<file path="src/encoder_modbus_register_map_top_assert.svh">
// Assertion macros for the encoder register map top level.
`ifndef ENCODER_MODBUS_REGISTER_MAP_TOP_ASSERT_SVH
`define ENCODER_MODBUS_REGISTER_MAP_TOP_ASSERT_SVH

// Same-cycle implication, checked while out of reset.
`define EMRM_ASSERT_NOW(label, ante, cons, msg) \
	label: assert property (@(posedge clk) disable iff (!arst_n) (ante) |-> (cons)) \
		else $error(msg);

// Next-cycle implication, checked while out of reset.
`define EMRM_ASSERT_NEXT(label, ante, cons, msg) \
	label: assert property (@(posedge clk) disable iff (!arst_n) (ante) |=> (cons)) \
		else $error(msg);

`endif

</file>
<file path="src/emrm_pkg.sv">
// Shared types and constants for the encoder register map.
package emrm_pkg;

	localparam int unsigned PosW = 64;
	localparam int unsigned WordW = 16;

	// Setting limits and command codes
	localparam logic [WordW-1:0] SLAVE_ID_MAX = 16'd127;
	localparam logic [WordW-1:0] BAUD_MAX = 16'd8;
	localparam logic [WordW-1:0] PARITY_MAX = 16'd3;
	localparam logic [WordW-1:0] SPEED_MAX = 16'd200;
	localparam logic [WordW-1:0] CLEAR_CODE = 16'h00ff;

	// Configuration register indexes
	localparam logic CFG_MAP_SELECT = 1'b0;
	localparam logic CFG_SINGLE_TURN_BITS = 1'b1;

	typedef enum logic [4:0] {
		RD_NONE, RD_ST_LO, RD_ST_HI, RD_MT_LO, RD_MT_HI, RD_SLAVE, RD_BAUD,
		RD_PARITY, RD_DIR, RD_PROTO, RD_UPD, RD_TOT0, RD_TOT1, RD_TOT2,
		RD_TOT3, RD_ROTDIR, RD_RPM, RD_ORIGIN, RD_SPEED
	} rd_code_t;

	typedef enum logic [3:0] {
		WR_NONE, WR_SLAVE, WR_BAUD, WR_PARITY, WR_CLEAR, WR_DIR, WR_PROTO,
		WR_UPD, WR_ORIGIN, WR_SPEED, WR_POS0, WR_POS1, WR_POS2, WR_POS3
	} wr_code_t;

	typedef enum logic [3:0] {
		CHG_NONE, CHG_SLAVE, CHG_BAUD, CHG_PARITY, CHG_DIR, CHG_PROTO,
		CHG_UPD, CHG_ORIGIN, CHG_SPEED
	} chg_code_t;

	typedef struct packed {
		rd_code_t rd;
		wr_code_t wr;
	} dec_t;

	typedef struct packed {
		logic kind;
		logic [WordW-1:0] address;
		logic [WordW-1:0] write_data;
		logic first_word;
		logic [PosW-1:0] live_position;
		logic [WordW-1:0] live_rpm;
		logic [1:0] live_direction;
	} item_t;

	typedef struct packed {
		logic [WordW-1:0] read_data;
		logic no_register;
		logic clear_request;
		logic load_request;
		logic [PosW-1:0] load_value;
		logic [3:0] setting_changed;
	} res_t;

endpackage

</file>
<file path="src/emrm_decode.sv">
// Address decoder for the 16-bit and 32-bit word maps.
module emrm_decode import emrm_pkg::*; (
	input logic [WordW-1:0] address,
	input logic map_select,
	output dec_t dec
);

	always_comb begin
		dec.rd = RD_NONE;
		dec.wr = WR_NONE;
		if (map_select) begin
			unique case (address)
				16'h0001: dec.rd = RD_ST_LO;
				16'h0002: dec.rd = RD_ST_HI;
				16'h0003: dec.rd = RD_MT_LO;
				16'h0004: dec.rd = RD_MT_HI;
				16'h0005: begin dec.rd = RD_SLAVE; dec.wr = WR_SLAVE; end
				16'h0006: begin dec.rd = RD_BAUD; dec.wr = WR_BAUD; end
				16'h0007: begin dec.rd = RD_PARITY; dec.wr = WR_PARITY; end
				16'h0008: dec.wr = WR_CLEAR;
				16'h0009: begin dec.rd = RD_DIR; dec.wr = WR_DIR; end
				16'h000A: begin dec.rd = RD_PROTO; dec.wr = WR_PROTO; end
				16'h000B: begin dec.rd = RD_UPD; dec.wr = WR_UPD; end
				16'h000C: dec.rd = RD_TOT3;
				16'h000D: dec.rd = RD_TOT2;
				16'h000E: dec.rd = RD_TOT1;
				16'h000F: dec.rd = RD_TOT0;
				16'h0010: dec.rd = RD_ROTDIR;
				16'h0011: dec.rd = RD_RPM;
				16'h0024: begin dec.rd = RD_ORIGIN; dec.wr = WR_ORIGIN; end
				16'h0025: begin dec.rd = RD_SPEED; dec.wr = WR_SPEED; end
				16'h0033: dec.wr = WR_POS0;
				16'h0034: dec.wr = WR_POS1;
				16'h0035: dec.wr = WR_POS2;
				16'h0036: dec.wr = WR_POS3;
				16'h0401: dec.rd = RD_TOT0;
				16'h0402: dec.rd = RD_TOT1;
				16'h0403: dec.rd = RD_TOT2;
				16'h0404: dec.rd = RD_TOT3;
				default: ;
			endcase
		end else begin
			unique case (address)
				16'h0001: dec.rd = RD_ST_LO;
				16'h0002: dec.rd = RD_MT_LO;
				16'h0003: begin dec.rd = RD_SLAVE; dec.wr = WR_SLAVE; end
				16'h0004: begin dec.rd = RD_BAUD; dec.wr = WR_BAUD; end
				16'h0005: begin dec.rd = RD_PARITY; dec.wr = WR_PARITY; end
				16'h0006: dec.wr = WR_CLEAR;
				16'h0007: begin dec.rd = RD_DIR; dec.wr = WR_DIR; end
				16'h0008: begin dec.rd = RD_PROTO; dec.wr = WR_PROTO; end
				16'h0009: begin dec.rd = RD_UPD; dec.wr = WR_UPD; end
				16'h000A: dec.rd = RD_TOT1;
				16'h000B: dec.rd = RD_TOT0;
				16'h000C: dec.rd = RD_ROTDIR;
				16'h000D: dec.rd = RD_RPM;
				16'h0024: begin dec.rd = RD_ORIGIN; dec.wr = WR_ORIGIN; end
				16'h0025: begin dec.rd = RD_SPEED; dec.wr = WR_SPEED; end
				16'h0401: dec.rd = RD_TOT0;
				16'h0402: dec.rd = RD_TOT1;
				// 16-bit map stages only the low word of each half
				16'h0033: dec.wr = WR_POS0;
				16'h0034: dec.wr = WR_POS2;
				default: ;
			endcase
		end
	end

endmodule

</file>
<file path="src/emrm_core.sv">
// Settings, position snapshot, staging and result formation for one word.
module emrm_core import emrm_pkg::*; (
	input logic clk,
	input logic arst_n,
	input logic advance,
	input item_t item,
	input dec_t dec,
	input logic [4:0] single_turn_bits,
	output res_t res
);

	logic [PosW-1:0] snap_q;
	logic [PosW-1:0] staged_q;
	logic [6:0] slave_id_q;
	logic [3:0] baud_q;
	logic [1:0] parity_q;
	logic [1:0] dir_q;
	logic [WordW-1:0] proto_q;
	logic [WordW-1:0] upd_q;
	logic [1:0] origin_q;
	logic [7:0] speed_q;

	logic [PosW-1:0] pos;
	logic [PosW-1:0] pos_sh;
	logic [WordW-1:0] st_mask;
	logic [WordW-1:0] v;
	logic [WordW-1:0] rdata;
	logic [PosW-1:0] staged_nxt;
	logic ok_slave, ok_baud, ok_parity, ok_dir, ok_origin, ok_speed;
	logic is_wr;

	// first word reads the live position, later words the latched one
	assign pos = item.first_word ? item.live_position : snap_q;
	assign pos_sh = pos >> single_turn_bits;
	assign st_mask = single_turn_bits[4] ? {WordW{1'b1}}
		: ~({WordW{1'b1}} << single_turn_bits[3:0]);
	assign v = item.write_data;
	assign is_wr = item.kind;

	assign ok_slave = (v != '0) && (v <= SLAVE_ID_MAX);
	assign ok_baud = (v != '0) && (v <= BAUD_MAX);
	assign ok_parity = (v != '0) && (v <= PARITY_MAX);
	assign ok_dir = (v == 16'd1) || (v == 16'd2);
	assign ok_origin = ok_dir;
	assign ok_speed = (v != '0) && (v <= SPEED_MAX);

	always_comb begin
		unique case (dec.rd)
			RD_ST_LO: rdata = pos[WordW-1:0] & st_mask;
			RD_ST_HI: rdata = pos_sh[15:0];
			RD_MT_LO: rdata = pos_sh[15:0];
			RD_MT_HI: rdata = pos_sh[31:16];
			RD_SLAVE: rdata = {9'd0, slave_id_q};
			RD_BAUD: rdata = {12'd0, baud_q};
			RD_PARITY: rdata = {14'd0, parity_q};
			RD_DIR: rdata = {14'd0, dir_q};
			RD_PROTO: rdata = proto_q;
			RD_UPD: rdata = upd_q;
			RD_TOT0: rdata = pos[15:0];
			RD_TOT1: rdata = pos[31:16];
			RD_TOT2: rdata = pos[47:32];
			RD_TOT3: rdata = pos[63:48];
			RD_ROTDIR: rdata = {14'd0, item.live_direction};
			RD_RPM: rdata = item.live_rpm;
			RD_ORIGIN: rdata = {14'd0, origin_q};
			RD_SPEED: rdata = {8'd0, speed_q};
			default: rdata = '0;
		endcase
	end

	always_comb begin
		staged_nxt = staged_q;
		unique case (dec.wr)
			WR_POS0: staged_nxt[15:0] = v;
			WR_POS1: staged_nxt[31:16] = v;
			WR_POS2: staged_nxt[47:32] = v;
			WR_POS3: staged_nxt[63:48] = v;
			default: ;
		endcase
	end

	always_comb begin
		res = '0;
		if (!is_wr) begin
			if (dec.rd == RD_NONE) res.no_register = 1'b1;
			else res.read_data = rdata;
		end else begin
			unique case (dec.wr)
				WR_NONE: res.no_register = 1'b1;
				WR_SLAVE: if (ok_slave) res.setting_changed = CHG_SLAVE;
				WR_BAUD: if (ok_baud) res.setting_changed = CHG_BAUD;
				WR_PARITY: if (ok_parity) res.setting_changed = CHG_PARITY;
				WR_CLEAR: res.clear_request = (v == CLEAR_CODE);
				WR_DIR: if (ok_dir) res.setting_changed = CHG_DIR;
				WR_PROTO: res.setting_changed = CHG_PROTO;
				WR_UPD: res.setting_changed = CHG_UPD;
				WR_ORIGIN: if (ok_origin) res.setting_changed = CHG_ORIGIN;
				WR_SPEED: if (ok_speed) res.setting_changed = CHG_SPEED;
				WR_POS3: begin
					res.load_request = 1'b1;
					res.load_value = staged_nxt;
				end
				default: ;
			endcase
		end
	end

	always_ff @(posedge clk or negedge arst_n) begin
		if (!arst_n) begin
			snap_q <= '0;
			staged_q <= '0;
			slave_id_q <= 7'd1;
			baud_q <= 4'd1;
			parity_q <= 2'd1;
			dir_q <= 2'd1;
			proto_q <= '0;
			upd_q <= '0;
			origin_q <= 2'd1;
			speed_q <= 8'd1;
		end else if (advance) begin
			if (item.first_word) snap_q <= item.live_position;
			if (is_wr) begin
				staged_q <= staged_nxt;
				unique case (dec.wr)
					WR_SLAVE: if (ok_slave) slave_id_q <= v[6:0];
					WR_BAUD: if (ok_baud) baud_q <= v[3:0];
					WR_PARITY: if (ok_parity) parity_q <= v[1:0];
					WR_DIR: if (ok_dir) dir_q <= v[1:0];
					WR_PROTO: proto_q <= v;
					WR_UPD: upd_q <= v;
					WR_ORIGIN: if (ok_origin) origin_q <= v[1:0];
					WR_SPEED: if (ok_speed) speed_q <= v[7:0];
					default: ;
				endcase
			end
		end
	end

endmodule

</file>
<file path="src/encoder_modbus_register_map_top.sv">
// Top level of the encoder holding-register map.
// Serves one 16-bit holding-register read or write per request, one request per clock
// cycle sustained. A request is captured in an input register, decoded and
// executed from there, and its result is registered in an output register.
// The input side keeps accepting while a result waits to be taken; it stalls
// only when both registers are full and the output is stalled. Configuration
// writes (map select, single-turn bit count) take effect on requests still
// waiting in the input register, so write them only while the block is idle.
`include "encoder_modbus_register_map_top_assert.svh"

module encoder_modbus_register_map_top import emrm_pkg::*; (
	input logic clk,
	input logic arst_n,
	input logic cfg_valid,
	output logic cfg_ready,
	input logic cfg_index,
	input logic [4:0] cfg_data,
	input logic in_valid,
	output logic in_ready,
	input logic kind,
	input logic [WordW-1:0] address,
	input logic [WordW-1:0] write_data,
	input logic first_word,
	input logic [PosW-1:0] live_position,
	input logic [WordW-1:0] live_rpm,
	input logic [1:0] live_direction,
	output logic out_valid,
	input logic out_ready,
	output logic [WordW-1:0] read_data,
	output logic no_register,
	output logic clear_request,
	output logic load_request,
	output logic [PosW-1:0] load_value,
	output logic [3:0] setting_changed
);

	logic map_select_q;
	logic [4:0] single_turn_bits_q;
	logic valid_s1;
	item_t item_s1;
	logic out_valid_q;
	res_t res_q;
	logic advance;
	dec_t dec;
	res_t res;

	assign cfg_ready = 1'b1;
	assign advance = valid_s1 && (!out_valid_q || out_ready);
	assign in_ready = !valid_s1 || advance;

	always_ff @(posedge clk or negedge arst_n) begin
		if (!arst_n) begin
			map_select_q <= 1'b1;
			single_turn_bits_q <= 5'd16;
		end else if (cfg_valid) begin
			unique case (cfg_index)
				CFG_MAP_SELECT: map_select_q <= cfg_data[0];
				CFG_SINGLE_TURN_BITS: single_turn_bits_q <= cfg_data;
				default: ;
			endcase
		end
	end

	always_ff @(posedge clk or negedge arst_n) begin
		if (!arst_n) begin
			valid_s1 <= 1'b0;
			out_valid_q <= 1'b0;
		end else begin
			if (in_ready) valid_s1 <= in_valid;
			if (advance) out_valid_q <= 1'b1;
			else if (out_ready) out_valid_q <= 1'b0;
		end
	end

	always_ff @(posedge clk) begin
		if (in_valid && in_ready) begin
			item_s1.kind <= kind;
			item_s1.address <= address;
			item_s1.write_data <= write_data;
			item_s1.first_word <= first_word;
			item_s1.live_position <= live_position;
			item_s1.live_rpm <= live_rpm;
			item_s1.live_direction <= live_direction;
		end
		if (advance) res_q <= res;
	end

	emrm_decode u_decode (
		.address(item_s1.address),
		.map_select(map_select_q),
		.dec(dec)
	);

	emrm_core u_core (
		.clk(clk),
		.arst_n(arst_n),
		.advance(advance),
		.item(item_s1),
		.dec(dec),
		.single_turn_bits(single_turn_bits_q),
		.res(res)
	);

	assign out_valid = out_valid_q;
	assign read_data = res_q.read_data;
	assign no_register = res_q.no_register;
	assign clear_request = res_q.clear_request;
	assign load_request = res_q.load_request;
	assign load_value = res_q.load_value;
	assign setting_changed = res_q.setting_changed;

	`EMRM_ASSERT_NOW(a_err_clean, out_valid_q && res_q.no_register,
		(res_q.read_data == '0) && !res_q.clear_request && !res_q.load_request
		&& (res_q.setting_changed == '0), "error result carries other fields")
	`EMRM_ASSERT_NOW(a_load_zero, out_valid_q && !res_q.load_request,
		res_q.load_value == '0, "load value without load request")
	`EMRM_ASSERT_NOW(a_one_action, out_valid_q,
		$countones({res_q.clear_request, res_q.load_request,
		res_q.setting_changed != '0}) <= 1, "more than one action in a result")
	`EMRM_ASSERT_NOW(a_stall_cause, !in_ready,
		valid_s1 && out_valid_q && !out_ready, "input stalled without backpressure")
	`EMRM_ASSERT_NEXT(a_advance_out, advance, out_valid_q, "advanced request not presented")

endmodule

</file>
<file path="config.mk">
export PLATFORM = sky130hd
export DESIGN_NAME = encoder_modbus_register_map_top
export DESIGN_NICKNAME = d
export VERILOG_FILES = /design/src/emrm_pkg.sv /design/src/emrm_decode.sv /design/src/emrm_core.sv /design/src/encoder_modbus_register_map_top.sv
export VERILOG_INCLUDE_DIRS = /design/src /design/src/src
export SDC_FILE = /design/constraint.sdc
export NUM_CORES = 1
export LEC_CHECK = 0
export BUFFER_PORTS_ARGS = -buffer_cell sky130_fd_sc_hd__buf_2
export CORE_ASPECT_RATIO = 0.75
export CORE_MARGIN = 10
export CORE_UTILIZATION = 44
export CTS_BUF_LIST = sky130_fd_sc_hd__clkbuf_2 sky130_fd_sc_hd__clkbuf_4 sky130_fd_sc_hd__clkbuf_8
export DETAILED_ROUTE_END_ITERATION = 7
export PLACE_DENSITY_LB_ADDON = 0.1
export SLEW_MARGIN = 10
export SYNTH_ARGS = -nofsm -noshare
export SYNTH_HDL_FRONTEND = slang
export SYNTH_SLANG_ARGS = --single-unit
</file>
<file path="constraint.sdc">
create_clock -name clk -period 11.9 [get_ports clk]
set_input_delay 1.19 -clock clk [delete_from_list [all_inputs] [get_ports clk]]
set_output_delay 1.19 -clock clk [all_outputs]
set_load 0.005 [all_outputs]
</file>
* Yosys cells after proc, flatten, opt, wreduce, memory -nomap -nowiden
Cells that the tools add are included. W data, S select, Z words.
Word-level totals: bits in registers 396, output and inout port bits 90, word-level logic and storage cells 158, input port bits 127
Operators by class: shift-type cells 2, bitwise operators 3, $lt $le $gt $ge 4, equality and inequality tests 61, reduce and logical (&&, ||, !) cells 36, multiplexer cells 25
Operators by type and width (count):
- $pmux W16 S17 | 1
- $eq A16 B4 Y1 const B | 8
- $eq A16 B6 Y1 const B | 6
- $pmux W5 S18 | 1
- $mux W16 | 5
- $pmux W5 S14 | 1
- $mux W65 | 1
- $eq A16 B11 Y1 const B | 4
- $eq A16 B3 Y1 const B | 4
- $mux W64 | 1
- $shr A64 B5 Y32 | 1
- $pmux W4 S13 | 1
- $eq A16 B2 Y1 const B | 3
- $pmux W4 S11 | 1
- $eq A5 B4 Y1 const B | 8
- $eq A16 B1 Y1 const B | 2
- $eq A16 B5 Y1 const B | 2
- $pmux W4 S8 | 1
- $eq A4 B4 Y1 const B | 6
- $reduce_and A4 Y1 | 6
- $eq A5 B3 Y1 const B | 4
- $and A16 B16 Y16 | 1
- $eq A16 B8 Y1 const B | 1
- $eq A4 B3 Y1 const B | 4
- 27 further kinds | 58

* Longest topological paths before layout
Gate-level depths: netlist of run 1.
depth after elaboration 7, mapped depth 13, gate-level depth less buffers 8

* Cells and area by module
A second synthesis of run 1 with hierarchy kept.
Unflattened totals: cell total of the unflattened synthesis 1751, area, all modules 21169.1 µm²
By module, submodules not included:
- emrm_core | cells an instance 1390, area an instance 13885.8 µm², instances 1, sequential area each 4236.6 µm²
- encoder_modbus_register_map_top | cells an instance 227, area an instance 6432.4 µm², instances 1, sequential area each 6298.5 µm²
- emrm_decode | cells an instance 134, area an instance 850.8 µm², instances 1, sequential area each 0.0 µm²

* Worst setup path after synthesis of run 1
Ideal clock, no wire load.
path type input-to-reg, start in out_ready, end reg u_core.staged_q[10], cell stages on the path 7, slack 6.700 ns, setup time 0.125 ns, path buffers 1, arrival 5.075 ns, cell sequence nand2b_1 -> nand2_1 -> inv_1 -> nand2_1 -> nor2_1 -> clkbuf_1 -> mux2_2
Between the ends: word-level cells in the longest chain between the ends 3
Ends and longest elaborated chain:
- from (decl) | RTL line encoder_modbus_register_map_top.sv:28 | input logic out_ready,
- $logic_or A1 B1 Y1 | RTL line encoder_modbus_register_map_top.sv:48 | assign advance = valid_s1 && (!out_valid_q || out_ready);
- $logic_and A1 B1 Y1 | RTL line encoder_modbus_register_map_top.sv:48
- net advance | RTL line encoder_modbus_register_map_top.sv:43 | logic advance;
- $reduce_and A2 Y1 (no line)
- to (signal assigned) | RTL line emrm_core.sv:123 | staged_q <= staged_nxt;
- to (decl) | RTL line emrm_core.sv:13 | logic [PosW-1:0] staged_q;
The timed path passes the listed nets, and every way through them passes these cells. A chain may end at the register's enable or synchronous reset.

* Final worst setup path of run 1
start reg item_s1[102] (netlist name), end reg res_q (netlist bit read_data[4]), data pin
Between the ends: word-level cells in the longest chain between the ends 7
Ends and longest elaborated chain:
- $eq A16 B11 Y1, or another cell as far along | RTL line emrm_decode.sv:12 | unique case (address)
- $reduce_or A2 Y1 (no line)
- $pmux W5 S18 / $pmux W5 S14 (equally long branches) | RTL line emrm_decode.sv:12, emrm_decode.sv:43
- $mux W9 (*) | RTL line emrm_decode.sv:11 | if (map_select) begin
- $eq A5 B2 Y1 | RTL line emrm_core.sv:48 | unique case (dec.rd)
- $reduce_or A2 Y1 (no line)
- $pmux W16 S17 | RTL line emrm_core.sv:48
- to (signal assigned) | RTL line encoder_modbus_register_map_top.sv:85 | if (advance) res_q <= res;
- to (decl) | RTL line encoder_modbus_register_map_top.sv:42 | res_t res_q;
Every way passes the cells marked *; elsewhere a longest branch is shown, timed or not.

==> key figures, run 1 <==
Global route
  • Vias in the first global route: 16900
  • Initial antenna violation count: 1
  • First-pass GRT wire length: 117 mm
  • Grt ovf: 0
  • GR Util All Layers: 0.258
  • Largest net degree at the start of global routing: 122

STA
  • Fin Setup TNS: 0 ps
  • Fin crit period: 4760 ps
  • Clock Skews: 58.5 ps
  • Maximum clock rate: 0.210 GHz
  • Final-report hold violation count: 0
  • WHS: 390 ps
  • Final setup fails: 0
  • Fin. max-slew vios: 0
  • Unrepaired setup endpoints after global routing: false
  • Period utilisation layout: 0.400
  • Rel. slew slack: 0.180
  • Worst Max-Slew Pin Slew: 1220 ps

Power
  • Cell Int Power: 2.54 mW
  • Static leakage: 9.91 nW
  • Psw: 1.27 mW
  • Comb pwr share: 0.244
  • PwrDens: 153 mW/mm^2
  • Clock share of power: 0.326
  • Sequential fraction of design power: 0.430
  • VDD IR max: 110 uV
  • Switch share: 0.333

Critical path
  • Worst-path maximum fanout: 27
  • CP startpoint kind: register
  • Worst Path Arrival: 5280 ps
  • Worst endpoint required time: 12420 ps
  • WS Path Type: reg2reg
  • Worst setup EP type: register

Clock network
  • Worst-Skew Late Latency: 730 ps
  • Clock root buffer: clkbuf_8
  • Clk buf depth: 3
  • # resized after CTS: 0
  • CTS tree: built
  • Clock transition at path regs: 60 ps
  • H-tree depth: 2
  • Clock Sinks: 380
  • CTS buffer count: 61
  • Post-CTS setup buffer count: 0
  • Cts-stage hold buffer count: 0

Detailed routing
  • Routed wire length: 79.2 mm
  • Initial drt markers: 2265
  • Vias post-DR: 17200
  • Routed length per placed instance: 29.3 microns
  • Vias per Instance: 6.37
  • Antenna-violating nets left: 0
  • DR pass1 iterations: 5
  • DRC violations left: 0

Yosys
  • Main synth FF type: edfxtp_1
  • Async S/R FF share, synth: 0.466
  • Post-Syn Area: 0.0222 sq mm
  • Synthesized Nets: 1972
  • Synth cell count leaders: edfxtp_1, mux2_2, dfrtp_1
  • Post-synth EDFFs: 203
  • Cell count after synthesis: 1845
  • Synth unique cells: 111
  • Share of the synthesized area in the top cell type: 0.275
  • Post-synthesis sequential area ratio: 0.475
  • Ranking of synthesized cells by area: edfxtp_1, dfrtp_1, mux2_2, mux4_2, mux2i_1
  • Syn avg cell area: 12.0 sq um
  • Leading area contributor after synthesis: edfxtp_1
  • Yosys warning count: 0
  • #FFs+latches synth: 380
  • Top-count cell post-synth: edfxtp_1

Layout
  • Fill cell count: 4570
  • Share of cells above drive strength 1: 0.336
  • Area growth syn-to-layout: 12.0%
  • Number of nets in the layout: 2124
  • Antenna cells: 0

Die
  • Die area: 0.0598 sq mm
  • Effective utilization at floorplan: 0.443
  • Die Ht: 214 microns
  • IO Count: 217
  • Row cnt: 71
  • Die width: 279 microns
  • Core ar.: 0.0500 sq mm

Run status
  • Status: finished clean

Placement
  • IO buf count: 215
  • Gpl congestion: 0.997
  • Dpl hpwl: 58.1 mm

Job
  • Max Cap Violations: 0

Hold path
  • Worst hold path type: in2async
[final timing paths]
kind	from	to	slack (ps)	depth (start not counted)
hold / removal	arst_n	u_core.snap_q[28]$_DFFE_PN0P_	390	1
setup reg to reg	item_s1[102]$_DFFE_PP_	read_data[4]$_SDFFCE_PP0P_	7140	8
setup / recovery	item_s1[102]$_DFFE_PP_	read_data[4]$_SDFFCE_PP0P_	7140	8
max in group asynchronous	arst_n	u_core.speed_q[2]$_DFFE_PN0P_	10120	2
hold reg to reg	u_core.snap_q[2]$_DFFE_PN0P_	u_core.snap_q[2]$_DFFE_PN0P_	480	2
min in group clk	u_core.snap_q[2]$_DFFE_PN0P_	u_core.snap_q[2]$_DFFE_PN0P_	480	2
[cell type report]
class	count	area (sq um)	area share
clock inverters	34	293	0.0118
multi-input cells	1294	10700	0.433
well taps	657	822	0.0331
repair buffers	246	1330	0.0535
clock buffers	82	1040	0.0419
inverters	14	53.8	0.00217
flip-flops and latches	380	10500	0.425
[metal layers]
layer	global-route usage	wire, microns	vias to the layer above
met5	0	0	-
met2	0.350	32300	835
met3	0.0673	7660	89
li1	-	-	7510
met4	0.0474	1190	0
met1	0.403	38000	8797
[worst max-delay path, cell delays in order (launching register included)]
cell and delay, ps:
edfxtp_1 740, nor4b_1 710, a22o_1 250, o32ai_1 150
o21ai_2 940, o211ai_1 580, nor2_1 590, o21bai_1 280
a41oi_2 340
[placed cells by master, fill, tap and decap left out, types with 63 or more instances in the layout]
master / n
buf_2: 214
clkbuf_8: 68
dfrtp_1: 167
edfxtp_1: 203
mux2_2: 191
mux2i_1: 130
mux4_2: 77
nand2_1: 146
nor2_1: 110
o21ai_0: 63
[metrics by stage]
step	std cells	instance area [sq um]	worst slack, ps	power [mW]	util
global placement	2591	23500	7100	2.55	0.470
detailed placement	2591	23500	6950	2.55	0.470
global route	2707	24800	6930	3.95	0.496
finish	2707	24800	7140	3.80	0.496
floorplan	1845	22200	6700	2.21	-
CTS	2707	24800	7340	3.81	0.496
[kinds of logic (layout without fill, tap and decap cells)]
kind of cell / count (synthesis) / count (layout) / share of synthesized area
AOI/OAI and AO/OA: 363 / 363 / 0.120
xor gates and xnor gates: 5 / 5 / 0.00198
buffers and inverters: 171 / 376 / 0.0400
DFF: 380 / 380 / 0.475
muxes: 406 / 406 / 0.238
other: 1 / 1 / 0.000169
and+or+nand+nor: 519 / 519 / 0.124
[sequential cells by signal, summed over array words and instances, names as in the netlist, 2 cells and up]
name and cells:
item_s1 116, load_value 64, read_data 16, setting_changed 4
single_turn_bits_q 5, u_core.baud_q 4, u_core.dir_q 2, u_core.origin_q 2
u_core.parity_q 2, u_core.proto_q 16, u_core.slave_id_q 7, u_core.snap_q 64
u_core.speed_q 8, u_core.staged_q 48, u_core.upd_q 16
[power by group through the flow]
| stage | logic (mW) | registers (mW) | clock network, mW |
|---|---|---|---|
| after floorplan | 0.624 | 1.58 | 0 |
| after global placement | 0.893 | 1.65 | 0 |
| after detailed placement | 0.893 | 1.66 | 0 |
| after CTS | 0.899 | 1.63 | 1.27 |
| after global routing | 0.972 | 1.65 | 1.33 |
| final | 0.927 | 1.64 | 1.24 |
No activity file was read; power rests on OpenSTA's default activity.
==> inputs of run 2 (changes only) <==
Clock period 11.9 ns to 4.37 ns, I/O delays scaled along.
==> key figures, run 2 (synthesized netlist as in run 1, its figures left out) <==
Detailed routing
  • Initial drt markers: 2081 (-8.1%)
  • Vias per Instance: 6.28 (-1.3%)
  • DR pass1 iterations: 6 (+1)
  • Routed length per placed instance: 28.4 microns (-2.9%)
  • Antenna-violating nets left: 0 (unchanged)
  • Vias post-DR: 18200 (+5.4%)
  • Routed wire length: 82.1 mm (+3.7%)
  • DRC violations left: 0 (unchanged)

Power
  • VDD IR max: 258 uV (+130%)
  • PwrDens: 401 mW/mm^2 (+160%)
  • Static leakage: 10.8 nW (+8.6%)
  • PnR Total Power: 10.7 mW (+180%)

Clock network
  • Clock Sinks: 380 (unchanged)
  • Clock transition at path regs: 70 ps (about the same)
  • CTS tree: built
  • CTS buffer count: 61 (unchanged)
  • H-tree depth: 2 (unchanged)
  • Clk buf depth: 3 (unchanged)
  • Clock root buffer: clkbuf_8
  • Worst-Skew Late Latency: 690 ps (-40 ps)

Layout
  • Area growth syn-to-layout: 20.2%
  • Antenna cells: 0 (unchanged)
  • Number of nets in the layout: 2308 (+8.7%)
  • Fill cell count: 4387 (-4.0%)
  • Area occupied by registers: 0.0105 sq mm (unchanged)
  • Core Util, Final: 0.533 (+0.0363)
  • Share of cells above drive strength 1: 0.336 (+0.000709)
  • Layout Cells excl Fill: 2890 (+6.8%)
  • Multi-input logic area: 0.0108 sq mm (about the same)
  • Most flops, register: item_s1
  • Max reg flops: 116 (unchanged)
  • Commonest non-fill, non-tap cells in the layout: buf_2, edfxtp_1, mux2_2
  • Design area: 0.0266 sq mm (+7.3%)
  • Commonest non-fill, non-tap cell in the layout: buf_2

STA
  • Clock Skews: 26.4 ps (-32.1 ps)
  • WHS: 81.7 ps (-308 ps)
  • Worst Max-Slew Pin Slew: 1180 ps (-33.9 ps)
  • Fin Setup TNS: 0 ps (unchanged)
  • Final setup fails: 0 (unchanged)
  • Rel. slew slack: 0.212 (+0.0312)
  • Period utilisation layout: 0.950 (+0.550)
  • Fin. max-slew vios: 0 (unchanged)
  • Maximum clock rate: 0.241 GHz (+15%)
  • Fin crit period: 4150 ps (-605 ps)
  • Final-report hold violation count: 0 (unchanged)
  • Setup slack after layout: 219 ps (-6920 ps)
  • Unrepaired setup endpoints after global routing: false

Global route
  • Grt ovf: 0 (unchanged)
  • Initial antenna violation count: 3 (+2)
  • First-pass GRT wire length: 121 mm (+3.8%)
  • GR Util All Layers: 0.268 (+0.00996)
  • Vias in the first global route: 17800 (+5.4%)
  • Largest net degree at the start of global routing: 78 (-36%)

Die
  • Die width: 279 microns (unchanged)
  • IO Count: 217 (unchanged)
  • Die Ht: 214 microns (unchanged)
  • Effective utilization at floorplan: 0.443 (unchanged)
  • Row cnt: 71 (unchanged)
  • Core ar.: 0.0500 sq mm (unchanged)
  • Die area: 0.0598 sq mm (unchanged)

Job
  • Max Cap Violations: 0 (unchanged)

Critical path
  • Buf+Inv Stages, Crit Path: 1 (+1)
  • Worst endpoint required time: 4760 ps (-7660 ps)
  • WS Path Type: reg2reg
  • Crit path top cell by count: a31oi_1
  • Worst Path Arrival: 4540 ps (-740 ps)
  • R2r worst-path depth: 8 (unchanged)
  • Worst-path maximum fanout: 18 (-33%)
  • R2r endpoint: read_data[14]$_SDFFCE_PP0P_
  • Crit-path cells: inv_1 -> or4_1 -> a31oi_1 -> or3_2 -> a2111o_1 -> nor3_1 -> a2111oi_0 -> a31oi_1
  • R2R Path Start: item_s1[99]$_DFFE_PP_
  • Crit path from: item_s1[99]$_DFFE_PP_
  • Slowest-stage cell, CP: edfxtp_1
  • R2r setup slk: 220 ps (-6920 ps)
  • CP startpoint kind: register
  • Critical path depth: 8 (unchanged)
  • Worst Setup EP: read_data[14]$_SDFFCE_PP0P_
  • Worst setup EP type: register
  • Family with the most delay on the worst path: compound AO/OA/AOI/OAI gates
  • Worst stage delay on the critical path: 780 ps (-160 ps)

Run status
  • Status: finished clean

Placement
  • Cells after DPL: 2650 (+2.3%)
  • Area after DPL: 0.0240 sq mm (+2.1%)
  • Dpl hpwl: 61.1 mm (+5.1%)
  • Gpl congestion: 0.997 (about the same)
  • DP Worst Slack: 299 ps (-6650 ps)
  • IO buf count: 215 (unchanged)

Hold path
  • Worst hold path type: in2reg
run 2: cell count changes in the layout (fill, tap and decap cells not counted), sizes merged:
cell	delta
dlygate4sd3	+124
buf	+60
clkinv	-5
bufinv	+3
clkbuf	+1
clkinvlp	+1
inv	-1
run 2: power breakdown:
part | switching [mW] | total (mW) | internal (mW) | leakage (nW)
clock network | 1.54 | 3.52 | 1.98 | 0.734
registers | 0.399 | 4.48 | 4.08 | 4.29
logic | 1.53 | 2.67 | 1.14 | 5.74
total | 3.47 | 10.7 | 7.20 | 10.8
run 2: area by class of cell:
| class | instances | share of cell area |
|---|---|---|
| timing repair buffer | 430 | 0.115 |
| tap | 657 | 0.0309 |
| multi-input combinational | 1294 | 0.404 |
| clock inverter | 32 | 0.0134 |
| sequential | 380 | 0.396 |
| clock buffer | 83 | 0.0391 |
| inverter | 14 | 0.00211 |
run 2: worst min path at each step:
| stage | start | to | cells past startpoint |
|---|---|---|---|
| floorplan | arst_n | out_valid$_DFFE_PN0P_ | 0 |
| global placement | u_core.snap_q[2]$_DFFE_PN0P_ | u_core.snap_q[2]$_DFFE_PN0P_ | 2 |
| detailed placement | u_core.snap_q[2]$_DFFE_PN0P_ | u_core.snap_q[2]$_DFFE_PN0P_ | 2 |
| CTS | out_ready | out_valid$_DFFE_PN0P_ | 3 |
| global route | out_ready | out_valid$_DFFE_PN0P_ | 3 |
| finish | out_ready | out_valid$_DFFE_PN0P_ | 3 |
run 2: per-layer routing:
| layer | global-route usage | share of wire |
|---|---|---|
| met5 | 0 | 0.00016 |
| met4 | 0.0508 | 0.015 |
| met3 | 0.0663 | 0.096 |
| met2 | 0.367 | 0.41 |
| met1 | 0.418 | 0.48 |
run 2: timing repair:
action / CTS / global route
hold buffers: 124 / 0
setup buffers: 0 / 1
resized for setup: 0 / 1
endpoints found under the setup margin: 0 / 2
endpoints found under the hold margin: 196 / 0
run 2: worst register-to-register path: stages, from the launching register on:
cell and delay, ps:
edfxtp_1 780, inv_1 300, or4_1 570, a31oi_1 290
or3_2 280, a2111o_1 610, nor3_1 150, a2111oi_0 730
a31oi_1 170
